## src/design/pcb_pkg.sv

```systemverilog
// pcb_pkg: shared types, constants and helper functions for the pixel color balance unit
// no dependencies; every design file of the block refers to it by scoped names
package pcb_pkg;

	localparam int CHANNEL_BITS = 8;
	localparam int COORD_BITS   = 12;
	localparam int END_BITS     = COORD_BITS + 1;
	localparam int CMAX         = (1 << CHANNEL_BITS) - 1;

	localparam int GAIN_BITS  = 16;
	localparam int COEF_BITS  = 3 * GAIN_BITS;
	localparam int GAIN_ONE   = 16384;
	localparam int NUM_LANES  = 3;
	localparam int NUM_ZONES  = 3;

	// lightness masks, unsigned Q16
	localparam int MASK_ONE  = 65536;
	localparam int MASK_BITS = 17;
	localparam int L4_BITS   = 19;
	localparam int DIFF_BITS = 21;
	localparam int K_SH      = 120062;
	localparam int K_M1      = 54526;
	localparam int K_M2      = 207618;
	localparam int K_HI      = 142082;

	// 4L = floor((max+min) * 2^17 / CMAX) as a multiply by a rounded-up reciprocal
	localparam int SUM_BITS    = CHANNEL_BITS + 1;
	localparam int L4_SH       = 2 * CHANNEL_BITS + 2;
	localparam longint L4_RECIP = ((longint'(1) << (17 + L4_SH)) + CMAX - 1) / CMAX;
	localparam int RECIP_BITS  = 17 + L4_SH - CHANNEL_BITS + 1;
	localparam int L4_PROD_BITS = SUM_BITS + RECIP_BITS;

	// lane arithmetic
	localparam int SCALE_Q16  = 45875;
	localparam int SCALE_BITS = 17;
	localparam int PROD_BITS  = 32;
	localparam int ACC_BITS   = 33;
	localparam int D_BITS     = 33;
	localparam int EF_BITS    = D_BITS + CHANNEL_BITS + 1;
	localparam int E_BITS     = EF_BITS - 30;
	localparam int V_BITS     = E_BITS + 1;

	localparam int PIPE_DEPTH = 9;

	typedef enum logic [2:0] {
		REG_RED_COEFS   = 3'd0,
		REG_GREEN_COEFS = 3'd1,
		REG_BLUE_COEFS  = 3'd2,
		REG_ZONE_MIN_X  = 3'd3,
		REG_ZONE_MIN_Y  = 3'd4,
		REG_ZONE_END_X  = 3'd5,
		REG_ZONE_END_Y  = 3'd6
	} reg_idx_t;

	typedef logic [2:0] reg_addr_t;

	typedef struct packed {
		logic [COORD_BITS-1:0]   pix_x;
		logic [COORD_BITS-1:0]   pix_y;
		logic [CHANNEL_BITS-1:0] red_in;
		logic [CHANNEL_BITS-1:0] green_in;
		logic [CHANNEL_BITS-1:0] blue_in;
	} pix_in_t;

	typedef struct packed {
		logic [CHANNEL_BITS-1:0] red_out;
		logic [CHANNEL_BITS-1:0] green_out;
		logic [CHANNEL_BITS-1:0] blue_out;
		logic                    was_adjusted;
	} pix_out_t;

	// index 0 shadows, 1 midtones, 2 highlights
	typedef logic [NUM_ZONES-1:0][GAIN_BITS-1:0] gain_set_t;
	typedef logic [NUM_ZONES-1:0][MASK_BITS-1:0] masks_t;

	typedef struct packed {
		gain_set_t [NUM_LANES-1:0] gains;
		logic [COORD_BITS-1:0]     zmin_x;
		logic [COORD_BITS-1:0]     zmin_y;
		logic [END_BITS-1:0]       zend_x;
		logic [END_BITS-1:0]       zend_y;
	} cfg_t;

	// two's complement Q1.14 saturated to +-1.0
	function automatic logic [GAIN_BITS-1:0] sat_gain(input logic [GAIN_BITS-1:0] raw);
		logic signed [GAIN_BITS-1:0] g;
		g = $signed(raw);
		if (g > $signed(GAIN_BITS'(GAIN_ONE)))
			return GAIN_BITS'(GAIN_ONE);
		else if (g < -$signed(GAIN_BITS'(GAIN_ONE)))
			return GAIN_BITS'(-GAIN_ONE);
		else
			return raw;
	endfunction

	function automatic logic [MASK_BITS-1:0] clamp_mask(input logic signed [DIFF_BITS-1:0] v);
		if (v < 0)
			return '0;
		else if (v > $signed(DIFF_BITS'(MASK_ONE)))
			return MASK_BITS'(MASK_ONE);
		else
			return v[MASK_BITS-1:0];
	endfunction

endpackage

```

## src/design/pcb_lane.sv

```systemverilog
// pcb_lane: one channel of the balance, weighted gain sum, 0.7 scale and clamp
// four pipeline stages; uses pcb_pkg
module pcb_lane (
	input  logic                             clk,
	input  pcb_pkg::masks_t                  masks,
	input  pcb_pkg::gain_set_t               gains,
	input  logic [pcb_pkg::CHANNEL_BITS-1:0] chan,
	output logic [pcb_pkg::CHANNEL_BITS-1:0] balanced
);

	logic signed [pcb_pkg::MASK_BITS+pcb_pkg::GAIN_BITS:0] full [pcb_pkg::NUM_ZONES];
	logic signed [pcb_pkg::PROD_BITS-1:0] p_s5 [pcb_pkg::NUM_ZONES];
	logic signed [pcb_pkg::ACC_BITS-1:0]  acc_s6;
	logic signed [pcb_pkg::ACC_BITS+pcb_pkg::SCALE_BITS-1:0] scaled;
	logic signed [pcb_pkg::D_BITS-1:0]    d_s7;
	logic signed [pcb_pkg::EF_BITS-1:0]   ef;
	logic signed [pcb_pkg::E_BITS-1:0]    e;
	logic signed [pcb_pkg::V_BITS-1:0]    v;
	logic [pcb_pkg::CHANNEL_BITS-1:0]     c_s5, c_s6, c_s7, out_s8;
	logic [pcb_pkg::CHANNEL_BITS-1:0]     clamped;

	always_comb begin
		for (int z = 0; z < pcb_pkg::NUM_ZONES; z++) begin
			full[z] = $signed({1'b0, masks[z]}) * $signed(gains[z]);
		end
	end

	// weighted sum stays within +-3 * 2^30, so 33 bits hold it
	assign scaled = acc_s6 * $signed({1'b0, pcb_pkg::GAIN_BITS'(pcb_pkg::SCALE_Q16)});
	assign ef = d_s7 * $signed({1'b0, pcb_pkg::CHANNEL_BITS'(pcb_pkg::CMAX)});
	assign e  = $signed(ef[pcb_pkg::EF_BITS-1:30]);
	assign v  = $signed(pcb_pkg::V_BITS'(c_s7)) + pcb_pkg::V_BITS'(e);

	always_comb begin
		if (v < 0)
			clamped = '0;
		else if (v > $signed(pcb_pkg::V_BITS'(pcb_pkg::CMAX)))
			clamped = pcb_pkg::CHANNEL_BITS'(pcb_pkg::CMAX);
		else
			clamped = v[pcb_pkg::CHANNEL_BITS-1:0];
	end

	always_ff @(posedge clk) begin
		for (int z = 0; z < pcb_pkg::NUM_ZONES; z++) begin
			p_s5[z] <= full[z][pcb_pkg::PROD_BITS-1:0];
		end
		c_s5   <= chan;
		acc_s6 <= pcb_pkg::ACC_BITS'(p_s5[0]) + pcb_pkg::ACC_BITS'(p_s5[1]) +
			pcb_pkg::ACC_BITS'(p_s5[2]);
		c_s6   <= c_s5;
		// arithmetic shift floors toward minus infinity
		d_s7   <= $signed(scaled[16 +: pcb_pkg::D_BITS]);
		c_s7   <= c_s6;
		out_s8 <= clamped;
	end

	assign balanced = out_s8;

endmodule

```

## config.mk

```make
export PLATFORM = sky130hd
export DESIGN_NAME = pcb_lane
export DESIGN_NICKNAME = d
export VERILOG_FILES = /design/src/design/pcb_pkg.sv /design/src/design/pcb_lane.sv
export SDC_FILE = /design/constraint.sdc
export NUM_CORES = 2
export LEC_CHECK = 0
export CORE_AREA = 2 2 285 287
export DETAILED_ROUTE_END_ITERATION = 16
export DIE_AREA = 0 0 287 289
export DONT_BUFFER_PORTS = 1
export PLACE_DENSITY = 0.89
export SLEW_MARGIN = 20
export SYNTH_ARGS = -nofsm -noshare
export SYNTH_HDL_FRONTEND = slang
export SYNTH_SLANG_ARGS = --single-unit
```

## constraint.sdc

```tcl
create_clock -name clk -period 9.6 [get_ports clk]
set_clock_uncertainty 0.15 [all_clocks]
set_input_delay 2.88 -clock clk [delete_from_list [all_inputs] [get_ports clk]]
set_output_delay 2.88 -clock clk [all_outputs]
set_load 0.02 [all_outputs]
```

==> run_results.csv <==
group,metric,value,unit
run_status,status,"finished clean",
cells_and_area,multiInputGateArea,38490,sq um
critical_path,crit_slowest_cell,"a2111oi_0",
placed_design,port_buffers,0,
critical_path,crit_path_start_kind,"input pin",
grt,antenna_found_initial,1,
cells_and_area,ff_latch_area,3884,sq um
yosys,yosys.area.top_type_share,42.59,%
yosys,syn_inst,5184,
critical_path,cp_slowest_stage_delay,550,ps
floorplan,ios,116,
placed_design,hpwl,89500,microns
sta,drv_slew,0,
sta,period_share,92.94,%
grt,gr-total-overflow,0,
critical_path,path_buf_inv,6,
sta,finalSetupViolCount,0,
clock_tree,root_buffer,"clkbuf_16",
drt,drc,0,
clock_tree,hold_buffers,0,
drt,drtAntennaViolNets,0,
grt,gr-usage-all-layers,27.12,%
critical_path,path_class,"input pin to register",
yosys,syn_nets,6941,
yosys,async_flop_share,0,%
yosys,synthDistinctLibCells,70,
sta,rsz0062_at_grt,"false",
yosys,yosysTopAreaCell,"fa_1",
yosys,synthFlopType,"dfxtp_1",
cells_and_area,nets,6848,
grt,grt_max_degree,25,
sta,hold_viol_final,0,
drt,vias,33950,
sta,fmax,112.1,MHz
yosys,synth.most_common_cell,"inv_1",
yosys,synth-warning-count,0,
yosys,synth.area.top_cells,"fa_1, ha_1, inv_1",
cells_and_area,antennaDiodeCount,0,
drt,drt_first_pass_iters,8,
placed_design,pre_cts_ws,149.2,ps
floorplan,rows,104,
drt,routedWlPerCell,17.22,microns
cells_and_area,syn2layout_area_growth,3.188,%
floorplan,die_w,287,microns
clock_tree,cts_tree,"yes",
drt,drt-initial-drc-count,2023,
floorplan,die_area,82940,sq um
yosys,ys_ff_latch,194,
clock_tree,cts_made_buffers,17,
sta,worstMarginPinSlew,1031,ps
cells_and_area,final_layout_size_suffix_gt1_share,1.078,%
critical_path,cp_cell_sequence,"nand2_1 > fa_1 > inv_1 > fa_1 > inv_1 > fa_1 > fa_1 > inv_1 > fa_1 > inv_1 > fa_1 > inv_1 > ha_1 > a21o_1 > a21o_1 > a21o_1 > a221o_1 > a2111oi_0 > buf_4 > o31ai_1 > o41ai_1 > o21bai_1 > a21oi_1 > xnor2_1",
floorplan,die_height,289,microns
sta,fin_ws,677.3,ps
cells_and_area,fillers,6026,
clock_tree,clk_latency,490,ps
floorplan,core,79900,sq um
grt,grt_pass1_vias,38480,
yosys,syn_area_per_cell,9.303,sq um
floorplan,floorplan.initialDensity,60.36,%
critical_path,end_kind,"register",
critical_path,cp.arrival,9200,ps
clock_tree,cts_max_path_buffers,2,
critical_path,crit_required,9870,ps
yosys,yosys-top-cells-count,"inv_1, fa_1, ha_1, nand2_1, and2_1",
critical_path,cp_max_fo,17,
sta,layout_min_cycle_time,8923,ps
job,drv_cap,0,
sta,tns,0,ps
clock_tree,postCtsSetupBuffers,0,
critical_path,cpMostUsedCell,"fa_1",
yosys,syn_area,48230,sq um
sta,max_slew_margin,31.14,%
clock_tree,htreeDepth,4,
grt,grt_pass1_wl,180900,microns
cells_and_area,postLayoutCoreUtil,62.29,%
drt,vias_per_cell,5.507,
yosys,yosysSeqAreaShare,8.053,%
critical_path,critical_path.top_delay_family,"adder cells",
clock_tree,cts.sinks,194,
placed_design,routabilityCongestion,0.9341,
clock_tree,cts_resized,0,
worst_hold_path,hold_class,"register to register",
drt,drt_wl_total,106100,microns
clock_tree,cts.clk_slew.worst_paths,90,ps
yosys,synth_edf_count,0,
==> path summary, 6_finish.rpt <==
kind                  from           to  slack [ps]  cells after the start
setup / recovery  gains[1]  p_s5[0][30]         680                     24
hold / removal     c_s5[2]      c_s6[2]         170                      0
setup reg to reg   d_s7[7]  balanced[4]        2020                     29
hold reg to reg    c_s5[2]      c_s6[2]         170                      0
==> layer usage <==
| layer | global-route usage (%) | wire length [microns] |
|---|---|---|
| met5 | 0 | 13 |
| met4 | 15.31 | 6270 |
| met1 | 31.25 | 39660 |
| met2 | 48.20 | 53570 |
| met3 | 4.291 | 6617 |
==> cell families after synthesis <==
| kind of cell | count (synthesis) | share of synthesized area (%) |
|---|---|---|
| AOI/OAI and AO/OA | 437 | 5.936 |
| xor gates and xnor gates | 176 | 3.196 |
| adders and majority gates | 1649 | 58.75 |
| buffers and inverters | 1560 | 12.14 |
| DFF | 194 | 8.053 |
| muxes | 7 | 0.1479 |
| and+or+nand+nor | 1161 | 11.77 |
==> worst register-to-register path: cells and delay by family (launching register included) <==
kind | cells | cell delay (ps)
compound gates | 12 | 2900
fa+ha+maj | 6 | 2620
simple gates | 5 | 790
flops | 1 | 430
buf+inv | 4 | 300
xor+xnor | 1 | 160
mux | 1 | 120
==> stage by stage <==
step,hold slack (ps),cell area [sq um],cells
6_report,174.0,49770,6164
3_5_place_dp,162.1,49140,6132
5_1_grt,183.0,49770,6164
2_1_floorplan,159.6,48230,5184
3_3_place_gp,163.5,49140,6132
4_1_cts,181.4,49770,6164
==> cell usage in the layout (no fill, tap or decap), types with 4 or more instances in the layout <==
cell       instances
inv_1           1444
fa_1            1026
ha_1             623
nand2_1          504
and2_1           340
dfxtp_1          194
a21oi_1          131
xnor2_1          122
nor2_1           115
a21o_1            81
o21ai_0           68
xor2_1            54
nand2b_1          51
nor3_1            35
nand3_1           30
o21a_1            24
nor2b_1           23
o21bai_1          22
and3_1            17
clkbuf_16         17
a211oi_1          16
nand4_1           14
a31oi_1           14
o211ai_1          11
o31ai_1            9
or3_1              7
mux2i_1            6
or2_2              6
a311oi_1           6
a211o_1            5
clkinv_8           5
nand3b_1           4
nor4_1             4
==> flip-flops by register name, indices dropped and copies added (netlist names) <==
name      flops
c_s7          8
c_s5          8
acc_s6       33
balanced      8
p_s5         96
d_s7         33
c_s6          8
==> layout make-up <==
cell class / instances / share of cell area (%)
tap: 1060 / 2.665
inverter: 1445 / 10.90
timing repair buffer: 3 / 0.04526
multi-input combinational: 3430 / 77.34
clock inverter: 14 / 0.3646
clock buffer: 18 / 0.8825
sequential: 194 / 7.804
Power is left out: the tool's default activity adds up to more than one toggle a clock period on the data nets, which glitch-free logic cannot reach.
