### config.mk
export PLATFORM = sky130hd
export DESIGN_NAME = pcb_cfg
export DESIGN_NICKNAME = d
export VERILOG_FILES = /design/src/design/pcb_pkg.sv /design/src/design/pcb_cfg.sv
export SDC_FILE = /design/constraint.sdc
export NUM_CORES = 1
export LEC_CHECK = 0
export ABC_CLOCK_PERIOD_IN_PS = 1100
export BUFFER_PORTS_ARGS = -buffer_cell sky130_fd_sc_hd__buf_2
export CORE_ASPECT_RATIO = 0.9
export CORE_MARGIN = 1
export CORE_UTILIZATION = 45
export DETAILED_ROUTE_END_ITERATION = 10
export GPL_TIMING_DRIVEN = 0
export PLACE_DENSITY = 0.72
export SLEW_MARGIN = 10
export SYNTH_ARGS = -nofsm -noshare
export SYNTH_HDL_FRONTEND = slang
export SYNTH_SLANG_ARGS = --single-unit
### constraint.sdc
create_clock -name clk -period 1.1 [get_ports clk]
set_clock_uncertainty 0.15 [all_clocks]
set_input_delay 0.165 -clock clk [delete_from_list [all_inputs] [get_ports clk]]
set_output_delay 0.165 -clock clk [all_outputs]
set_load 0.05 [all_outputs]
### src/design/pcb_pkg.sv
// pcb_pkg: shared types, constants and helper functions for the pixel color balance unit
// no dependencies; every design file of the block refers to it by scoped names
package pcb_pkg;

	localparam int CHANNEL_BITS = 8;
	localparam int COORD_BITS   = 12;
	localparam int END_BITS     = COORD_BITS + 1;
	localparam int CMAX         = (1 << CHANNEL_BITS) - 1;

	localparam int GAIN_BITS  = 16;
	localparam int COEF_BITS  = 3 * GAIN_BITS;
	localparam int GAIN_ONE   = 16384;
	localparam int NUM_LANES  = 3;
	localparam int NUM_ZONES  = 3;

	// lightness masks, unsigned Q16
	localparam int MASK_ONE  = 65536;
	localparam int MASK_BITS = 17;
	localparam int L4_BITS   = 19;
	localparam int DIFF_BITS = 21;
	localparam int K_SH      = 120062;
	localparam int K_M1      = 54526;
	localparam int K_M2      = 207618;
	localparam int K_HI      = 142082;

	// 4L = floor((max+min) * 2^17 / CMAX) as a multiply by a rounded-up reciprocal
	localparam int SUM_BITS    = CHANNEL_BITS + 1;
	localparam int L4_SH       = 2 * CHANNEL_BITS + 2;
	localparam longint L4_RECIP = ((longint'(1) << (17 + L4_SH)) + CMAX - 1) / CMAX;
	localparam int RECIP_BITS  = 17 + L4_SH - CHANNEL_BITS + 1;
	localparam int L4_PROD_BITS = SUM_BITS + RECIP_BITS;

	// lane arithmetic
	localparam int SCALE_Q16  = 45875;
	localparam int SCALE_BITS = 17;
	localparam int PROD_BITS  = 32;
	localparam int ACC_BITS   = 33;
	localparam int D_BITS     = 33;
	localparam int EF_BITS    = D_BITS + CHANNEL_BITS + 1;
	localparam int E_BITS     = EF_BITS - 30;
	localparam int V_BITS     = E_BITS + 1;

	localparam int PIPE_DEPTH = 9;

	typedef enum logic [2:0] {
		REG_RED_COEFS   = 3'd0,
		REG_GREEN_COEFS = 3'd1,
		REG_BLUE_COEFS  = 3'd2,
		REG_ZONE_MIN_X  = 3'd3,
		REG_ZONE_MIN_Y  = 3'd4,
		REG_ZONE_END_X  = 3'd5,
		REG_ZONE_END_Y  = 3'd6
	} reg_idx_t;

	typedef logic [2:0] reg_addr_t;

	typedef struct packed {
		logic [COORD_BITS-1:0]   pix_x;
		logic [COORD_BITS-1:0]   pix_y;
		logic [CHANNEL_BITS-1:0] red_in;
		logic [CHANNEL_BITS-1:0] green_in;
		logic [CHANNEL_BITS-1:0] blue_in;
	} pix_in_t;

	typedef struct packed {
		logic [CHANNEL_BITS-1:0] red_out;
		logic [CHANNEL_BITS-1:0] green_out;
		logic [CHANNEL_BITS-1:0] blue_out;
		logic                    was_adjusted;
	} pix_out_t;

	// index 0 shadows, 1 midtones, 2 highlights
	typedef logic [NUM_ZONES-1:0][GAIN_BITS-1:0] gain_set_t;
	typedef logic [NUM_ZONES-1:0][MASK_BITS-1:0] masks_t;

	typedef struct packed {
		gain_set_t [NUM_LANES-1:0] gains;
		logic [COORD_BITS-1:0]     zmin_x;
		logic [COORD_BITS-1:0]     zmin_y;
		logic [END_BITS-1:0]       zend_x;
		logic [END_BITS-1:0]       zend_y;
	} cfg_t;

	// two's complement Q1.14 saturated to +-1.0
	function automatic logic [GAIN_BITS-1:0] sat_gain(input logic [GAIN_BITS-1:0] raw);
		logic signed [GAIN_BITS-1:0] g;
		g = $signed(raw);
		if (g > $signed(GAIN_BITS'(GAIN_ONE)))
			return GAIN_BITS'(GAIN_ONE);
		else if (g < -$signed(GAIN_BITS'(GAIN_ONE)))
			return GAIN_BITS'(-GAIN_ONE);
		else
			return raw;
	endfunction

	function automatic logic [MASK_BITS-1:0] clamp_mask(input logic signed [DIFF_BITS-1:0] v);
		if (v < 0)
			return '0;
		else if (v > $signed(DIFF_BITS'(MASK_ONE)))
			return MASK_BITS'(MASK_ONE);
		else
			return v[MASK_BITS-1:0];
	endfunction

endpackage

### src/design/pcb_cfg.sv
// pcb_cfg: configuration register file of the color balance unit
// gains are saturated to +-1.0 as they are written; uses pcb_pkg
module pcb_cfg (
	input  logic                         clk,
	input  logic                         arst_n,
	input  logic                         wr_en,
	input  pcb_pkg::reg_addr_t           wr_index,
	input  logic [pcb_pkg::COEF_BITS-1:0] wr_data,
	output pcb_pkg::cfg_t                cfg
);

	pcb_pkg::cfg_t     cfg_q;
	pcb_pkg::gain_set_t sat_set;

	always_comb begin
		for (int z = 0; z < pcb_pkg::NUM_ZONES; z++) begin
			sat_set[z] = pcb_pkg::sat_gain(wr_data[z*pcb_pkg::GAIN_BITS +: pcb_pkg::GAIN_BITS]);
		end
	end

	always_ff @(posedge clk or negedge arst_n) begin
		if (!arst_n) begin
			cfg_q.gains  <= '0;
			cfg_q.zmin_x <= '0;
			cfg_q.zmin_y <= '0;
			cfg_q.zend_x <= pcb_pkg::END_BITS'(1 << pcb_pkg::COORD_BITS);
			cfg_q.zend_y <= pcb_pkg::END_BITS'(1 << pcb_pkg::COORD_BITS);
		end else if (wr_en) begin
			case (pcb_pkg::reg_idx_t'(wr_index))
				pcb_pkg::REG_RED_COEFS:   cfg_q.gains[0] <= sat_set;
				pcb_pkg::REG_GREEN_COEFS: cfg_q.gains[1] <= sat_set;
				pcb_pkg::REG_BLUE_COEFS:  cfg_q.gains[2] <= sat_set;
				pcb_pkg::REG_ZONE_MIN_X:  cfg_q.zmin_x <= wr_data[pcb_pkg::COORD_BITS-1:0];
				pcb_pkg::REG_ZONE_MIN_Y:  cfg_q.zmin_y <= wr_data[pcb_pkg::COORD_BITS-1:0];
				pcb_pkg::REG_ZONE_END_X:  cfg_q.zend_x <= wr_data[pcb_pkg::END_BITS-1:0];
				pcb_pkg::REG_ZONE_END_Y:  cfg_q.zend_y <= wr_data[pcb_pkg::END_BITS-1:0];
				default: ;
			endcase
		end
	end

	assign cfg = cfg_q;

endmodule

==> results of run 1 <==
cells by family after synthesis:
family	after synthesis	synth area share, %
flip-flops	194	61.4
AND/OR/NAND/NOR	101	6.01
multiplexers	155	20.4
XOR/XNOR	3	0.332
buffers and inverters	48	3.10
AO/OA/AOI/OAI	135	8.69
routing by layer:
metal  track usage (%)  part of all wire, %
met1              39.1                   39
met2              54.4                   51
met3              7.40                  6.7
met4              14.0                  3.6
met5                 0                    0
timing repair:
action,4_1_cts,5_1_grt
resized for setup,501,115
buffers inserted,48,71
hold endpoints to repair,267,136
hold buffers,45,9
endpoints found under the setup margin,327,343
pin swaps,21,27
cloned,8,1
final cells by class:
class                   instances  area share, %
flip-flops and latches        194           35.1
repair buffers                420           30.0
multi-input cells             394           24.4
plain buffers                  46           4.01
clock buffers                  20           3.22
well taps                     235           2.12
clock inverters                12           1.07
metrics by stage:
stage	setup WS (ns)	hold slack (ns)	area [um^2]
2_1_floorplan	-0.582	-0.281	8070
3_3_place_gp	-3.88	0.297	9580
3_5_place_dp	-0.861	0.119	9610
4_1_cts	-0.364	-0.340	12800
5_1_grt	-0.383	-0.322	13900
6_report	-0.363	-0.385	13900
placed cells by master (no fill, tap or decap), types with 5 or more instances in the layout:
cell	instances
buf_6	213
dfrtp_1	185
buf_4	103
mux2i_1	91
a21oi_1	75
nand2_1	58
mux2_2	49
buf_2	48
dlygate4sd3_1	47
a21oi_2	24
clkbuf_16	18
buf_12	14
buf_8	13
o21ai_1	13
o21ai_0	10
mux2i_2	9
nand2_2	8
nor4_4	7
dfrtp_2	7
dlymetal6s4s_1	7
clkbuf_8	6
a21oi_4	6
clkbuf_4	6
mux2i_4	5
power breakdown:
| part | internal, uW | total, uW | switching [uW] | leakage [uW] |
|---|---|---|---|---|
| Sequential | 8640 | 9930 | 1280 | 0.00241 |
| Clock | 3480 | 6450 | 2960 | 0.000290 |
| Combinational | 5180 | 13400 | 8180 | 0.00437 |
| Total | 17300 | 29700 | 12400 | 0.00707 |
worst min-delay path by stage:
stage | startpoint | end | slack [ns]
3_3_place_gp | cfg[188] | cfg[188] | 0.30
3_5_place_dp | arst_n | cfg[145] | 0.12
6_report | arst_n | cfg[145] | -0.39
4_1_cts | arst_n | cfg[145] | -0.34
5_1_grt | arst_n | cfg[144] | -0.32
2_1_floorplan | arst_n | cfg[0] | -0.28
==> flow_metrics.tcl, run 1 <==
set metrics [dict create \
    status "finished, violations left" \
    violations "hold timing, setup timing" \
    grt-ovfl-total 0 \
    start_util_pct 46.5 \
    synth_top_area_cell "dfrtp_1" \
    synth.avg_cell_area_um2 12.4 \
    antenna_cells 0 \
    timing.final.crit_share_pct 133 \
    ys_seq_area_share_pct 61.4 \
    clk_pin_slew_ns 0.08 \
    r2r-start "cfg[85]" \
    synthToLayoutAreaGrowth_pct 75.2 \
    postLayoutCoreUtil_pct 81.5 \
    multiInputGateArea_um2 3380 \
    p_total_uw 29700 \
    slew_headroom_pct 44.9 \
    detail_route.wl_per_cell_um 23.4 \
    cp_num_cells 1 \
    cts-buffers-inserted 17 \
    yosys_warnings 0 \
    postSynthCellCount 636 \
    cp-endpoint "cfg[25]" \
    setup_violations 271 \
    io_pins 248 \
    antenna_found_initial 0 \
    core-area_um2 17000 \
    synthFlopType "dfrtp_1" \
    ys_ff_latch 194 \
    yosys-top-cells-area "dfrtp_1 (61%), mux2i_1 (13%), mux2_2 (7.1%)" \
    stdcell_count 1321 \
    drt_first_pass_iters 5 \
    vias 7267 \
    layout-drive-gt1-share_pct 53.7 \
    clockBufferDepth 2 \
    r2r_cells 4 \
    synth_common_cells "dfrtp_1 (192), a21oi_1 (105), mux2i_1 (105)" \
    maxSlewViolCount 0 \
    cts_root_buf "clkbuf_16" \
    grt_pass1_wl_um 42800 \
    fmax_mhz 684 \
    crit_fanout 2 \
    timing.rr.end "cfg[85]" \
    holdWs_ns -0.385 \
    worstPathCellList "buf_8" \
    setup_ws_ns -0.363 \
    insertion_delay_ns 0.43 \
    critical_path.top_delay_family "flip-flops" \
    cp.arrival_ns 1.15 \
    largest_reg_flops 194 \
    yosysMostFrequentCell "dfrtp_1" \
    dp.cells 1115 \
    crit_buf_inv 1 \
    ant_nets 0 \
    synth_edf_count 0 \
    setup_tns_ns -50.60 \
    die-area_um2 18100 \
    r2r_slack_ns -0.08 \
    nets 1127 \
    cts_tree "done" \
    rsz0062_at_grt "yes" \
    synth.distinct_cells 25 \
    power_density_nw_per_um2 2150 \
    cap_violations 0 \
    endpoint_kind "primary output" \
    leakage_uw 0.00707 \
    slowest_delay_ns 0.56 \
    regArea_um2 4870 \
    peakVddDrop_uv 1580 \
    cts_max_level 4 \
    n_fill_cell 902 \
    startpoint "cfg[25]" \
    first_global_vias 7259 \
    hold_violations 114 \
    worstPathRequired_ns 0.78 \
    place.gp.congestion 0.850 \
    grt_use_total_pct 32.0 \
    crit_slowest_cell "dfstp_2" \
    synth_area_um2 7910 \
    place_hpwl_um 15900 \
    rows 45 \
    holdCritPathClass "input port to async pin" \
    synth_async_sr_flop_share_pct 100 \
    port_buffers 243 \
    fin_crit_ns 1.46 \
    drt-total-wl_um 30900 \
    die_w_um 142 \
    cts.sinks 194 \
    crit_type "flip-flop to primary output" \
    yosys.area.top_type_share_pct 60.8 \
    synth_nets 690 \
    drc 0 \
    startpoint_type "flip-flop" \
    fp.dieH_um 128 \
    worst_pin_slew_ns 0.826 \
    vias_per_cell 5.50 \
    drt_iter0_markers 450 \
    grt_max_degree 104 \
]
(Power assumes the default switching activity.)
==> run 2: changes to the inputs <==
==> constraint.sdc (replaced) <==
create_clock -name clk -period 1.1 [get_ports clk]
set_clock_uncertainty 0.15 [all_clocks]
set_input_delay 0.22 -clock clk [delete_from_list [all_inputs] [get_ports clk]]
set_output_delay 0.22 -clock clk [all_outputs]
set_load 0.05 [all_outputs]
==> run 2 against run 1 <==
Effect of this change:
- the run still ends with hold timing, setup timing left
- fmax fell by 5.0%
- cell area rose by 9.1%
- non-clock buffer count increased by 52
- critical path type unchanged
- routed wire length up 18%
- via count rose by 9.0%
- final cell count is 3.9% higher
- count of clock-buffer cells in the layout fell by 1
- largest power group unchanged
- sequential power is essentially flat
- register-to-register slack about the same
- highest routed layer unchanged
- worst setup slack worse by 0.078 ns
==> flow_metrics.tcl, run 2 (same netlist as run 1, synthesis figures left out) <==
set metrics [dict create \
    drc 0 \
    endpoint_kind "primary output" \
    r2r_cells 3 \
    layout_commonest_cell "buf_6" \
    cts.sinks 194 \
    grt-ovfl-total 0 \
    antenna_cells 0 \
    grt_pass1_wl_um 43200 \
    drt_first_pass_iters 5 \
    port_buffers 243 \
    largest_reg_flops 194 \
    pwr-share-clk_pct 20.7 \
    maxSlewViolCount 0 \
    switching_share_pct 42.6 \
    synthToLayoutAreaGrowth_pct 91.2 \
    violations "hold timing, setup timing" \
    setup_violations 371 \
    combPwrFrac_pct 46.5 \
    postLayoutCoreUtil_pct 88.9 \
    die_w_um 142 \
    nets 1179 \
    timing.final.crit_share_pct 140 \
    ant_nets 0 \
    grt_use_total_pct 32.1 \
    place_hpwl_um 16100 \
    holdWs_ns -0.362 \
    worst_pin_slew_ns 0.732 \
    insertion_delay_ns 0.44 \
    crit_fanout 2 \
    peakVddDrop_uv 1740 \
    first_global_vias 7406 \
    internal_power_uw 17600 \
    rsz0062_at_grt "yes" \
    place.gp.congestion 0.806 \
    worstPathCellList "buf_8" \
    use_met3_pct 9.30 \
    crit_slowest_cell "dfstp_2" \
    vias_per_cell 5.77 \
    slowest_delay_ns 0.57 \
    vias 7921 \
    detail_route.wl_per_cell_um 26.5 \
    grt_busiest_layer "met2" \
    fin_crit_ns 1.54 \
    clockBufferDepth 2 \
    cts_max_level 4 \
    holdCritPathClass "input port to async pin" \
    fp.dieH_um 128 \
    slew_headroom_pct 51.2 \
    cap_violations 0 \
    antenna_found_initial 0 \
    crit_buf_inv 1 \
    cts_root_buf "clkbuf_16" \
    leakage_uw 0.00757 \
    cp_num_cells 1 \
    critical_path.top_delay_family "flip-flops" \
    core-area_um2 17000 \
    cts-buffers-inserted 17 \
    layout_common_cells "buf_6 (239), dfrtp_1 (189), buf_4 (118)" \
    drt-total-wl_um 36400 \
    met2_usage_pct 56.1 \
    hold_violations 94 \
    startpoint_type "flip-flop" \
    worstPathRequired_ns 0.73 \
    status "finished, violations left" \
    pwr-share-seq_pct 32.8 \
    grt_max_degree 103 \
    drt_iter0_markers 576 \
    start_util_pct 46.5 \
    cts_tree "done" \
    io_pins 248 \
    crit_type "flip-flop to primary output" \
    setup_ws_ns -0.440 \
    rows 45 \
    power_density_nw_per_um2 2030 \
    cp.arrival_ns 1.17 \
    use_met1_pct 38.2 \
    netSwitchingPower_uw 13100 \
    fmax_mhz 649 \
    p_total_uw 30700 \
    layout-drive-gt1-share_pct 59.8 \
    die-area_um2 18100 \
    clk_pin_slew_ns 0.08 \
]
-- run 2: power by group through the flow --
stage,sequential (uW),combinational [uW],clock (uW)
4_1_cts,9750,12200,6260
3_3_place_gp,9470,9340,0
2_1_floorplan,14800,1620,0
5_1_grt,10100,14700,6620
6_report,10100,14300,6370
3_5_place_dp,9510,9460,0
-- run 2: path summary, 6_finish.rpt --
kind	startpoint	endpoint	slack, ns
hold / removal	arst_n	cfg[179]	-0.36
max in group asynchronous	arst_n	cfg[12]	0.20
min in group clk	wr_data[14]	cfg[64]	0
setup / recovery	cfg[25]	cfg[25]	-0.44
setup reg to reg	cfg[0]	cfg[0]	-0.08
hold reg to reg	cfg[157]	cfg[157]	0.36
-- run 2: routing by layer --
metal  vias up  part of all wire [%]  wire length [um]
met5         -                     0                 0
met4         0                   5.1              1850
met3       144                   8.1              2960
met2       486                    51             18700
met1      4041                    35             12900
li1       3250                     -                 -
-- run 2: repair_timing --
item,CTS,global route
hold buffers,55,6
pin swaps,25,62
setup endpoints to repair,330,362
hold endpoints to repair,193,108
setup buffers,55,95
gates cloned,11,15
gates resized for setup,524,275
-- run 2: layout make-up --
type | instances | area (um^2)
Buffer | 46 | 633
Fill cell | 702 | 1890
Clock inverter | 13 | 138
Multi-Input combinational cell | 394 | 3820
Clock buffer | 19 | 443
Sequential cell | 194 | 4860
Timing Repair Buffer | 472 | 4930
Tap cell | 235 | 294
-- run 2: metrics by stage --
step	setup WS (ns)	TNS (ns)	hold WS, ns	cell area [um^2]	instances
floorplan	-0.637	-66.59	-0.226	8060	636
global placement	-3.96	-803.51	0.298	9570	1114
detailed placement	-1.04	-145.43	0.145	9610	1115
CTS	-0.407	-63.51	-0.311	13100	1267
global route	-0.461	-87.00	-0.320	15100	1373
finish	-0.440	-78.94	-0.362	15100	1373
