===== config.mk =====
export PLATFORM = sky130hd
export DESIGN_NAME = pcb_mask
export DESIGN_NICKNAME = d
export VERILOG_FILES = /design/src/design/pcb_pkg.sv /design/src/design/pcb_mask.sv
export SDC_FILE = /design/constraint.sdc
export NUM_CORES = 1
export LEC_CHECK = 0
export ABC_AREA = 1
export BUFFER_PORTS_ARGS = -buffer_cell sky130_fd_sc_hd__buf_2
export CAP_MARGIN = 15
export CELL_PAD_IN_SITES_DETAIL_PLACEMENT = 1
export CELL_PAD_IN_SITES_GLOBAL_PLACEMENT = 1
export CORE_AREA = 8 8 189 191
export CTS_CLUSTER_DIAMETER = 30
export DETAILED_ROUTE_END_ITERATION = 8
export DIE_AREA = 0 0 197 199
export GPL_TIMING_DRIVEN = 0
export PLACE_DENSITY = 0.87
export SLEW_MARGIN = 40
export SYNTH_ARGS = -nofsm -noshare
export SYNTH_HDL_FRONTEND = slang
export SYNTH_SLANG_ARGS = --single-unit

===== constraint.sdc =====
create_clock -name clk -period 12.05 [get_ports clk]
set_input_delay 1.8075 -clock clk [delete_from_list [all_inputs] [get_ports clk]]
set_output_delay 1.8075 -clock clk [all_outputs]
set_load 0.01 [all_outputs]

===== src/design/pcb_pkg.sv =====
// pcb_pkg: shared types, constants and helper functions for the pixel color balance unit
// no dependencies; every design file of the block refers to it by scoped names
package pcb_pkg;

	localparam int CHANNEL_BITS = 8;
	localparam int COORD_BITS   = 12;
	localparam int END_BITS     = COORD_BITS + 1;
	localparam int CMAX         = (1 << CHANNEL_BITS) - 1;

	localparam int GAIN_BITS  = 16;
	localparam int COEF_BITS  = 3 * GAIN_BITS;
	localparam int GAIN_ONE   = 16384;
	localparam int NUM_LANES  = 3;
	localparam int NUM_ZONES  = 3;

	// lightness masks, unsigned Q16
	localparam int MASK_ONE  = 65536;
	localparam int MASK_BITS = 17;
	localparam int L4_BITS   = 19;
	localparam int DIFF_BITS = 21;
	localparam int K_SH      = 120062;
	localparam int K_M1      = 54526;
	localparam int K_M2      = 207618;
	localparam int K_HI      = 142082;

	// 4L = floor((max+min) * 2^17 / CMAX) as a multiply by a rounded-up reciprocal
	localparam int SUM_BITS    = CHANNEL_BITS + 1;
	localparam int L4_SH       = 2 * CHANNEL_BITS + 2;
	localparam longint L4_RECIP = ((longint'(1) << (17 + L4_SH)) + CMAX - 1) / CMAX;
	localparam int RECIP_BITS  = 17 + L4_SH - CHANNEL_BITS + 1;
	localparam int L4_PROD_BITS = SUM_BITS + RECIP_BITS;

	// lane arithmetic
	localparam int SCALE_Q16  = 45875;
	localparam int SCALE_BITS = 17;
	localparam int PROD_BITS  = 32;
	localparam int ACC_BITS   = 33;
	localparam int D_BITS     = 33;
	localparam int EF_BITS    = D_BITS + CHANNEL_BITS + 1;
	localparam int E_BITS     = EF_BITS - 30;
	localparam int V_BITS     = E_BITS + 1;

	localparam int PIPE_DEPTH = 9;

	typedef enum logic [2:0] {
		REG_RED_COEFS   = 3'd0,
		REG_GREEN_COEFS = 3'd1,
		REG_BLUE_COEFS  = 3'd2,
		REG_ZONE_MIN_X  = 3'd3,
		REG_ZONE_MIN_Y  = 3'd4,
		REG_ZONE_END_X  = 3'd5,
		REG_ZONE_END_Y  = 3'd6
	} reg_idx_t;

	typedef logic [2:0] reg_addr_t;

	typedef struct packed {
		logic [COORD_BITS-1:0]   pix_x;
		logic [COORD_BITS-1:0]   pix_y;
		logic [CHANNEL_BITS-1:0] red_in;
		logic [CHANNEL_BITS-1:0] green_in;
		logic [CHANNEL_BITS-1:0] blue_in;
	} pix_in_t;

	typedef struct packed {
		logic [CHANNEL_BITS-1:0] red_out;
		logic [CHANNEL_BITS-1:0] green_out;
		logic [CHANNEL_BITS-1:0] blue_out;
		logic                    was_adjusted;
	} pix_out_t;

	// index 0 shadows, 1 midtones, 2 highlights
	typedef logic [NUM_ZONES-1:0][GAIN_BITS-1:0] gain_set_t;
	typedef logic [NUM_ZONES-1:0][MASK_BITS-1:0] masks_t;

	typedef struct packed {
		gain_set_t [NUM_LANES-1:0] gains;
		logic [COORD_BITS-1:0]     zmin_x;
		logic [COORD_BITS-1:0]     zmin_y;
		logic [END_BITS-1:0]       zend_x;
		logic [END_BITS-1:0]       zend_y;
	} cfg_t;

	// two's complement Q1.14 saturated to +-1.0
	function automatic logic [GAIN_BITS-1:0] sat_gain(input logic [GAIN_BITS-1:0] raw);
		logic signed [GAIN_BITS-1:0] g;
		g = $signed(raw);
		if (g > $signed(GAIN_BITS'(GAIN_ONE)))
			return GAIN_BITS'(GAIN_ONE);
		else if (g < -$signed(GAIN_BITS'(GAIN_ONE)))
			return GAIN_BITS'(-GAIN_ONE);
		else
			return raw;
	endfunction

	function automatic logic [MASK_BITS-1:0] clamp_mask(input logic signed [DIFF_BITS-1:0] v);
		if (v < 0)
			return '0;
		else if (v > $signed(DIFF_BITS'(MASK_ONE)))
			return MASK_BITS'(MASK_ONE);
		else
			return v[MASK_BITS-1:0];
	endfunction

endpackage


===== src/design/pcb_mask.sv =====
// pcb_mask: lightness and shadow/midtone/highlight masks, four pipeline stages
// shared by all channel lanes; uses pcb_pkg
module pcb_mask (
	input  logic                           clk,
	input  logic [pcb_pkg::CHANNEL_BITS-1:0] red,
	input  logic [pcb_pkg::CHANNEL_BITS-1:0] green,
	input  logic [pcb_pkg::CHANNEL_BITS-1:0] blue,
	output pcb_pkg::masks_t                masks
);

	logic [pcb_pkg::CHANNEL_BITS-1:0] mx, mn;
	logic [pcb_pkg::SUM_BITS-1:0]     sum_s1;
	logic [pcb_pkg::L4_PROD_BITS-1:0] l4_prod;
	logic [pcb_pkg::L4_BITS-1:0]      l4_s2;
	logic signed [pcb_pkg::DIFF_BITS-1:0] l4_ext;
	logic [pcb_pkg::MASK_BITS-1:0]    sh_s3, hi_s3, m1_s3, m2_s3;
	logic [2*pcb_pkg::MASK_BITS-1:0]  mid_prod;
	pcb_pkg::masks_t                  masks_s4;

	always_comb begin
		mx = red;
		mn = red;
		if (green > mx) mx = green;
		if (blue > mx) mx = blue;
		if (green < mn) mn = green;
		if (blue < mn) mn = blue;
	end

	// reciprocal is exact for every max+min sum, no correction step needed
	assign l4_prod = pcb_pkg::L4_PROD_BITS'(sum_s1) *
		pcb_pkg::L4_PROD_BITS'(pcb_pkg::L4_RECIP);
	assign l4_ext  = $signed(pcb_pkg::DIFF_BITS'(l4_s2));
	assign mid_prod = (2*pcb_pkg::MASK_BITS)'(m1_s3) * (2*pcb_pkg::MASK_BITS)'(m2_s3);

	always_ff @(posedge clk) begin
		sum_s1 <= pcb_pkg::SUM_BITS'(mx) + pcb_pkg::SUM_BITS'(mn);
		l4_s2  <= l4_prod[pcb_pkg::L4_SH +: pcb_pkg::L4_BITS];
		sh_s3  <= pcb_pkg::clamp_mask($signed(pcb_pkg::DIFF_BITS'(pcb_pkg::K_SH)) - l4_ext);
		m1_s3  <= pcb_pkg::clamp_mask(l4_ext - $signed(pcb_pkg::DIFF_BITS'(pcb_pkg::K_M1)));
		m2_s3  <= pcb_pkg::clamp_mask($signed(pcb_pkg::DIFF_BITS'(pcb_pkg::K_M2)) - l4_ext);
		hi_s3  <= pcb_pkg::clamp_mask(l4_ext - $signed(pcb_pkg::DIFF_BITS'(pcb_pkg::K_HI)));
		masks_s4[0] <= sh_s3;
		masks_s4[1] <= mid_prod[16 +: pcb_pkg::MASK_BITS];
		masks_s4[2] <= hi_s3;
	end

	assign masks = masks_s4;

endmodule


==> results.json, run 1 <==
{
  "dp_slack_ps": 5290,
  "antennaDiodeCount": 0,
  "path_max_fanout": 10,
  "hp-start": "sh_s3[3]",
  "cp-start-kind": "register",
  "syn_to_final_growth_pct": 10.1,
  "drt-vias-per-instance": 5.27,
  "synth-edff-count": 0,
  "clkTransAtPathRegs_ps": 70,
  "hold_path_class": "reg -> reg",
  "crit_slowest_cell": "clkbuf_1",
  "met1_length_um": 19800,
  "top_layer": "met4",
  "syn_inst": 2102,
  "rows": 67,
  "fin_nets": 2604,
  "reg2reg_slack_ps": 5220,
  "drive_gt1_share_pct": 6.97,
  "clk_latency_ps": 440,
  "crit_arrival_ps": 7200,
  "io-pin-count": 76,
  "setup_viol": 0,
  "synth_xor_area_share_pct": 2.87,
  "post_cts_resized": 0,
  "slowest_delay_ps": 620,
  "final.setup.worst_slack_ps": 5220,
  "clock-root-buffer": "clkbuf_16",
  "gr-total-overflow": 0,
  "synth_top_family_by_area": "adder cells",
  "die_area_mm2": 0.0392,
  "cp-end-kind": "register",
  "post-route-min-period_ps": 6830,
  "leakagePower_uw": 0.0103,
  "synth_top_cell_by_area": "fa_1",
  "worst_slew_pin_slew_ps": 769,
  "drcViolationCount": 0,
  "grt_max_degree": 17,
  "drt_iter0_drc": 924,
  "initial_core_util_pct": 49.1,
  "grt_pass1_vias": 16100,
  "ir_drop_uv": 153,
  "worst-path-buf-inv": 5,
  "vias": 14000,
  "max_freq_mhz": 146,
  "wl_met3_um": 2600,
  "yosys_warnings": 0,
  "path_delay_family": "adder cells",
  "final.setup.tns_ps": 0,
  "syn_area_per_cell_um2": 7.68,
  "post-cts-setup-buffer-count": 0,
  "die_y_um": 199,
  "r2r-start": "m2_s3[7]",
  "reg2reg_depth": 19,
  "synth_top_area_share_pct": 27.5,
  "synth_cell_types": 45,
  "power_density_mw_per_mm2": 291,
  "wl_um": 51900,
  "maxSlewViolCount": 0,
  "synth_seq_area_share_pct": 18.0,
  "status": "finished, final reports clean",
  "synth.most_common_cell": "inv_1",
  "crit_top_cell": "fa_1",
  "antenna_left": 0,
  "synthSimpleGateAreaFrac_pct": 19.5,
  "gp_congestion": 0.917,
  "holdPathStages": 0,
  "r2r-end": "masks[23]",
  "multiInputGateArea_mm2": 0.0109,
  "hpwl_um": 41000,
  "crit_type": "reg -> reg",
  "wl_per_cell_um": 19.5,
  "finalCritPeriodShare_pct": 56.7,
  "maxSlewHeadroom_pct": 48.7,
  "ctsHoldBuffers": 0,
  "clock-sinks": 145,
  "rsz0062_at_grt": "no",
  "tritoncts": "built",
  "antenna_found_initial": 0,
  "cp_cell_sequence": "clkbuf_1, clkbuf_1, nand2_1, fa_1, fa_1, inv_1, ha_1, fa_1, inv_1, fa_1, fa_1, inv_1, ha_1, a21oi_1, o21ai_0, a21oi_1, o21bai_1, a21oi_1, xnor2_1",
  "synth_commonest_cells": "520 x inv_1, 516 x nand2_1, 222 x fa_1",
  "muxShareOfSynthArea_pct": 0,
  "coreArea_mm2": 0.0329,
  "synth-adder-area-share_pct": 40.0,
  "track_usage_pct": 27.5,
  "drv_cap": 0,
  "synth_compound_area_share_pct": 5.17,
  "grt_pass1_wl_um": 84000,
  "fill_cells": 4179,
  "synthFlopType": "dfxtp_1",
  "synth_seq_cells": 145,
  "numCtsBuffers": 17,
  "finalHoldViolCount": 0,
  "syn_area_mm2": 0.0161,
  "first_pass_iters": 6,
  "cts_max_level": 4,
  "portBuffers": 75,
  "cts.path.max_buffers": 2,
  "synth_nets": 2510,
  "holdPathEnd": "masks[3]",
  "finClkSkew_ps": 8.55,
  "seq_area_mm2": 0.00290,
  "ys_async_sr_fraction_pct": 0,
  "die_x_um": 197,
  "synthTopCellsByArea": "fa_1 28%, dfxtp_1 18%, ha_1 12%, inv_1 12%, nand2_1 12%",
  "utilization_pct": 54.1,
  "required_ps": 12420,
  "dr_wl_met2_um": 26500
}
==> report_power, final <==
part	switching [uW]	internal (uW)
Combinational	2490	1260
Clock	253	380
Sequential	107	686
==> flip-flops by register name (all words and copies together), names as in the netlist <==
| register | cells |
|---|---|
| l4_s2 | 17 |
| m2_s3 | 17 |
| m1_s3 | 17 |
| masks | 51 |
| sum_s1 | 9 |
| sh_s3 | 17 |
| hi_s3 | 17 |
==> how the worst max path moves through the flow <==
stage	from	end	cells past startpoint
after global routing	m2_s3[7]	masks[23]	19
final	m2_s3[7]	masks[23]	19
after CTS	m2_s3[7]	masks[23]	19
after detailed placement	m2_s3[7]	masks[23]	19
after global placement	red[7]	sum_s1[8]	25
after floorplan	red[7]	sum_s1[8]	24
==> through the flow <==
| stage | hold WS, ps | cells | power [uW] | cell area (um2) |
|---|---|---|---|---|
| final | 328 | 2657 | 5180 | 17800 |
| after global routing | 334 | 2657 | 5680 | 17800 |
| after CTS | 329 | 2657 | 5180 | 17800 |
| after detailed placement | 313 | 2625 | 4440 | 17100 |
| after global placement | 312 | 2625 | 4230 | 17100 |
| after floorplan | 310 | 2102 | 3320 | 16100 |
==> cell usage in the layout, fill, tap and decap left out, types with 4 or more instances in the layout <==
| cell type | n |
|---|---|
| nor2_1 | 138 |
| inv_6 | 4 |
| fa_1 | 222 |
| dfxtp_1 | 145 |
| xor2_1 | 41 |
| bufinv_16 | 5 |
| nand2_2 | 8 |
| buf_2 | 78 |
| nand4_1 | 12 |
| o21a_1 | 4 |
| clkbuf_1 | 69 |
| clkbuf_16 | 17 |
| and2_1 | 5 |
| nand3_1 | 55 |
| inv_8 | 4 |
| nor2_4 | 4 |
| inv_1 | 520 |
| nand2_4 | 4 |
| ha_1 | 161 |
| o21ai_1 | 5 |
| nor3_1 | 10 |
| buf_6 | 6 |
| nand2_1 | 516 |
| xnor2_1 | 10 |
| o21ai_0 | 47 |
| a21oi_1 | 66 |
| a21o_1 | 8 |
==> metal layers <==
metal,track usage [%],vias to the layer above
li1,-,6350
met2,50.1,476
met5,0,-
met3,3.49,182
met1,30.6,6983
met4,16.3,0
==> final cells by class <==
class	instances	area share, %
clock inverters	15	1.48
plain buffers	82	2.07
clock buffers	17	2.39
flip-flops and latches	145	16.3
repair buffers	75	2.11
inverters	524	11.1
multi-input cells	1351	61.4
well taps	448	3.16
==> logic make-up (layout without fill, tap and decap cells) <==
group,count (synthesis),in the layout
flops,145,145
xor+xnor,52,52
simple gates,766,766
compound gates,150,150
buf+inv,606,713
fa+ha+maj,383,383
Power figures use the tool's default switching activity.
==> inputs of run 2 (changes only) <==
--- a/config.mk
+++ b/config.mk
@@ -10,12 +10,12 @@
 export CAP_MARGIN = 15
 export CELL_PAD_IN_SITES_DETAIL_PLACEMENT = 1
 export CELL_PAD_IN_SITES_GLOBAL_PLACEMENT = 1
-export CORE_AREA = 8 8 189 191
+export CORE_AREA = 8 8 203 205
 export CTS_CLUSTER_DIAMETER = 30
 export DETAILED_ROUTE_END_ITERATION = 8
-export DIE_AREA = 0 0 197 199
+export DIE_AREA = 0 0 211 213
 export GPL_TIMING_DRIVEN = 0
-export PLACE_DENSITY = 0.87
+export PLACE_DENSITY = 0.8
 export SLEW_MARGIN = 40
 export SYNTH_ARGS = -nofsm -noshare
 export SYNTH_HDL_FRONTEND = slang
==> constraint.sdc (replaced) <==
create_clock -name clk -period 5.8 [get_ports clk]
set_input_delay 0.87 -clock clk [delete_from_list [all_inputs] [get_ports clk]]
set_output_delay 0.87 -clock clk [all_outputs]
set_load 0.01 [all_outputs]
==> run 2 against run 1 <==
Net effect:
- clock-buffer cell count up 1
- setup slack worse by 5100 ps
- sequential share of layout area up 0.26 points
- routed wire length down 6.5%
- clock power up 87%
- die area up 15%
- via count down 2.9%
- largest cell class unchanged
==> results.json, run 2 (synthesized netlist as in run 1, its figures left out) <==
{
  "holdPathStages": 0,
  "gp_congestion": 0.883,
  "slowest_delay_ps": 690,
  "crit_path_start": "m1_s3[1]",
  "maxSlewViolCount": 0,
  "die_x_um": 211,
  "grt_max_degree": 17,
  "wl_per_cell_um": 18.0,
  "drt_iter0_drc": 625,
  "coreArea_mm2": 0.0381,
  "status": "finished, final reports clean",
  "largest_reg_flops": 51,
  "first_pass_iters": 5,
  "finClkSkew_ps": 16.2,
  "setup_viol": 0,
  "wl_um": 48600,
  "path_delay_family": "adder cells",
  "hp-start": "sh_s3[6]",
  "finalCritPeriodShare_pct": 97.9,
  "fin_nets": 2577,
  "drt-vias-per-instance": 5.03,
  "maxSlewHeadroom_pct": 57.1,
  "layout_commonest_cell": "inv_1",
  "clkTransAtPathRegs_ps": 80,
  "hpwl_um": 40000,
  "clock-root-buffer": "clkbuf_16",
  "max_freq_mhz": 176,
  "final.setup.worst_slack_ps": 121,
  "fill_cells": 4756,
  "grt_pass1_wl_um": 78700,
  "final_cell_mix": "520 x inv_1, 515 x nand2_1, 221 x fa_1",
  "drcViolationCount": 0,
  "clock-sinks": 145,
  "portBuffers": 75,
  "dp_slack_ps": -859,
  "cp_cell_sequence": "clkbuf_8, nand2_1, inv_1, fa_1, fa_2, fa_1, fa_1, fa_1, inv_1, fa_1, inv_1, ha_1, nand2_1, o21a_1, buf_4, o21ai_0, a21oi_1, nand3_1, nand2_1",
  "numCtsBuffers": 17,
  "io-pin-count": 76,
  "crit_slowest_cell": "fa_1",
  "antennaDiodeCount": 0,
  "required_ps": 6150,
  "drv_cap": 0,
  "initial_core_util_pct": 42.3,
  "worst_slew_pin_slew_ps": 644,
  "finalHoldViolCount": 0,
  "syn_to_final_growth_pct": 11.7,
  "r2r-start": "m1_s3[1]",
  "reg2reg_slack_ps": 120,
  "hold_path_class": "reg -> reg",
  "cp-end-kind": "register",
  "clk_latency_ps": 450,
  "path_max_fanout": 10,
  "drive_gt1_share_pct": 10.9,
  "cp-start-kind": "register",
  "cts_max_level": 4,
  "tritoncts": "built",
  "cts.path.max_buffers": 2,
  "crit_top_cell": "fa_1",
  "place_area_mm2": 0.0172,
  "die_area_mm2": 0.0449,
  "leakagePower_uw": 0.0105,
  "post-route-min-period_ps": 5680,
  "power_density_mw_per_mm2": 580,
  "rsz0062_at_grt": "yes",
  "final_area_mm2": 0.0180,
  "holdPathEnd": "masks[6]",
  "crit_type": "reg -> reg",
  "ir_drop_uv": 335,
  "antenna_found_initial": 0,
  "track_usage_pct": 22.5,
  "final.setup.tns_ps": 0,
  "reg2reg_depth": 19,
  "crit_arrival_ps": 6030,
  "stdcell_count": 2700,
  "antenna_left": 0,
  "grt_pass1_vias": 15300,
  "rows": 72,
  "gr-total-overflow": 0,
  "die_y_um": 213,
  "worst-path-buf-inv": 5,
  "dp.cells": 2695,
  "r2r-end": "masks[32]",
  "vias": 13600
}
run 2: per-stage QoR:
step	hold slack [ps]	util, %	power, uW
finish	326	47.3	10500
global route	331	47.3	11600
CTS	329	46.9	10400
detailed placement	313	45.0	9090
global placement	312	45.0	8800
floorplan	310	-	6890
run 2: area by class of cell:
cell class | instances | area, um2 | area share (%)
inverters | 524 | 1970 | 10.9
flip-flops and latches | 145 | 2990 | 16.6
multi-input cells | 1351 | 11000 | 60.8
repair buffers | 79 | 405 | 2.25
well taps | 518 | 648 | 3.59
clock inverters | 14 | 186 | 1.03
plain buffers | 51 | 432 | 2.39
clock buffers | 18 | 439 | 2.44
run 2: worst max-delay path by stage:
stage                           end  slack [ps]  cells after the start
after floorplan           masks[26]         370                     22
after global placement    masks[31]        -770                     20
after detailed placement  masks[31]        -860                     20
after CTS                 masks[24]           4                     18
after global routing      masks[33]         -70                     21
final                     masks[32]         120                     19
run 2: metal layers:
metal  track usage, %  share of wire, %  up-vias
met5                0                 0        -
met4             11.4               4.9        0
met3             3.02               4.4      121
met2             40.8                50      360
met1             25.7                40     6793
li1                 -                 -     6316
run 2: power by group:
part           internal (uW)  switching (uW)  total, uW  leakage, uW
clock                    669             510       1180     0.000306
combinational           2640            4680       7320      0.00894
sequential              1470             496       1960      0.00122
run 2: timing repair:
item / CTS / global route
gates resized for setup: 94 / 78
buffers inserted: 0 / 4
hold buffers: 0 / 0
endpoints found under the setup margin: 17 / 17
pin swaps: 0 / 2
==> inputs of run 3 (changes only) <==
--- a/config.mk
+++ b/config.mk
@@ -10,10 +10,10 @@
 export CAP_MARGIN = 15
 export CELL_PAD_IN_SITES_DETAIL_PLACEMENT = 1
 export CELL_PAD_IN_SITES_GLOBAL_PLACEMENT = 1
-export CORE_AREA = 8 8 203 205
+export CORE_AREA = 8 8 146 285
 export CTS_CLUSTER_DIAMETER = 30
 export DETAILED_ROUTE_END_ITERATION = 8
-export DIE_AREA = 0 0 211 213
+export DIE_AREA = 0 0 154 293
 export GPL_TIMING_DRIVEN = 0
 export PLACE_DENSITY = 0.8
 export SLEW_MARGIN = 40
==> run 3 against run 2 <==
Net effect:
- non-clock buffer count is 7 higher
- global-route usage is 2.6 points higher
- routed wire length increased by 14%
- hold slack worse by 3.8 ps
- sequential power is essentially flat
- first-iteration DRC count down 1.9%
- clock-buffer cell count fell by 1
- setup slack improved by 32 ps
- critical path depth is 4 higher
- clock power up 3%
- critical endpoint is now masks[26]
- highest routed layer unchanged
==> results.json, run 3 (synthesized netlist as in run 1, its figures left out) <==
{
  "dp_slack_ps": -1060,
  "io-pin-count": 76,
  "place_area_mm2": 0.0171,
  "required_ps": 6140,
  "antennaDiodeCount": 0,
  "die_y_um": 293,
  "antenna_left": 0,
  "utilization_pct": 48.0,
  "ir_drop_uv": 384,
  "top_layer": "met4",
  "fin_nets": 2584,
  "grt_max_degree": 17,
  "final_cell_mix": "520 x inv_1, 515 x nand2_1, 218 x fa_1",
  "finalPower_uw": 11000,
  "p_comb_share_pct": 71.0,
  "fill_cells": 4640,
  "multiInputGateArea_mm2": 0.0110,
  "die_x_um": 154,
  "layout_commonest_cell": "inv_1",
  "largest_reg_flops": 51,
  "cts_max_level": 4,
  "clkTransAtPathRegs_ps": 70,
  "path_max_fanout": 10,
  "grt_pass1_wl_um": 85200,
  "coreArea_mm2": 0.0378,
  "first_pass_iters": 5,
  "numCtsBuffers": 17,
  "rows": 101,
  "hpwl_um": 45900,
  "gr-total-overflow": 0,
  "status": "finished, final reports clean",
  "clock-root-buffer": "clkbuf_16",
  "crit_arrival_ps": 5980,
  "dr_wl_met2_um": 31600,
  "crit_type": "reg -> reg",
  "final.setup.worst_slack_ps": 153,
  "drt-vias-per-instance": 5.16,
  "drv_cap": 0,
  "die_area_mm2": 0.0451,
  "hold_path_class": "reg -> reg",
  "p_int_uw": 4920,
  "initial_core_util_pct": 42.7,
  "final.setup.tns_ps": 0,
  "leakagePower_uw": 0.0105,
  "wl_per_cell_um": 20.9,
  "clk_latency_ps": 460,
  "wl_um": 55400,
  "max_freq_mhz": 177,
  "worst_slew_pin_slew_ps": 633,
  "antenna_found_initial": 0,
  "p_switching_uw": 6080,
  "seq_area_mm2": 0.00301,
  "cp-end-kind": "register",
  "switching_share_pct": 55.3,
  "drive_gt1_share_pct": 11.4,
  "drcViolationCount": 0,
  "cts.path.max_buffers": 2,
  "gp_congestion": 0.938,
  "finalHoldViolCount": 0,
  "track_usage_pct": 25.1,
  "vias": 13700,
  "grt_pass1_vias": 16000,
  "met1_length_um": 16600,
  "final_area_mm2": 0.0181,
  "tritoncts": "built",
  "power_density_mw_per_mm2": 606,
  "portBuffers": 75,
  "finClkSkew_ps": 14.0,
  "setup_viol": 0,
  "pwr-share-clk_pct": 11.1,
  "drt_iter0_drc": 613,
  "clock-sinks": 145,
  "post-route-min-period_ps": 5650,
  "maxSlewHeadroom_pct": 57.6,
  "cp-start-kind": "register",
  "finalCritPeriodShare_pct": 97.4,
  "wl_met3_um": 1740,
  "syn_to_final_growth_pct": 12.4,
  "maxSlewViolCount": 0,
  "p_seq_share_pct": 17.9
}
run 3: cell count changes in the layout (fill, tap and decap cells not counted), sizes merged:
cell    delta
buf        +6
bufinv     +1
run 3: per-stage QoR:
stage                     cells  hold slack [ps]
after floorplan            2102              310
after global placement     2640              314
after detailed placement   2640              313
after CTS                  2643              326
after global routing       2652              323
final                      2652              322
run 3: path summary, 6_finish.rpt:
path	from	endpoint	slack [ps]	depth (start not counted)
setup / recovery	m1_s3[3]	masks[26]	150	23
hold / removal	sh_s3[0]	masks[0]	320	0
setup reg to reg	m1_s3[3]	masks[26]	150	23
hold reg to reg	sh_s3[0]	masks[0]	320	0
run 3: worst max-delay path: stages, from the launching register on:
cell      delay (ps)
dfxtp_4          390
buf_4            200
nand2_1           70
inv_1             50
fa_1             530
inv_1             50
fa_1             470
inv_1             70
fa_1             610
fa_1             480
fa_1             560
inv_1             60
fa_1             530
inv_1             50
ha_2             340
a21oi_2          170
inv_1             70
nor2_2           140
o221ai_2         120
a21o_1           200
nand2_1          100
nand2_1           70
nand2_1           80
nand2_1          100
run 3: cell type report:
| cell class | instances | area share, % |
|---|---|---|
| multi-input cells | 1351 | 60.6 |
| flip-flops and latches | 145 | 16.6 |
| inverters | 524 | 10.8 |
| well taps | 463 | 3.19 |
| plain buffers | 51 | 2.68 |
| repair buffers | 86 | 2.59 |
| clock buffers | 17 | 2.34 |
| clock inverters | 15 | 1.18 |
run 3: metal layers:
| metal | track usage, % | vias to the layer above |
|---|---|---|
| met4 | 24.0 | 0 |
| met3 | 3.96 | 235 |
| met5 | 0 | - |
| met1 | 20.2 | 6776 |
| li1 | - | 6309 |
| met2 | 49.5 | 352 |
run 3: power groups by stage:
stage | Sequential, uW | Clock, uW | Combinational, uW
floorplan | 1650 | 0 | 5240
finish | 1960 | 1220 | 7810
detailed placement | 1670 | 0 | 7770
CTS | 1980 | 1250 | 7690
global route | 1990 | 1270 | 8710
global placement | 1670 | 0 | 7480
run 3: repair_timing:
action	4_1_cts	5_1_grt
buffers inserted	2	9
endpoints found under the setup margin	17	18
hold buffers	0	0
pin swaps	0	3
gates resized for setup	126	66
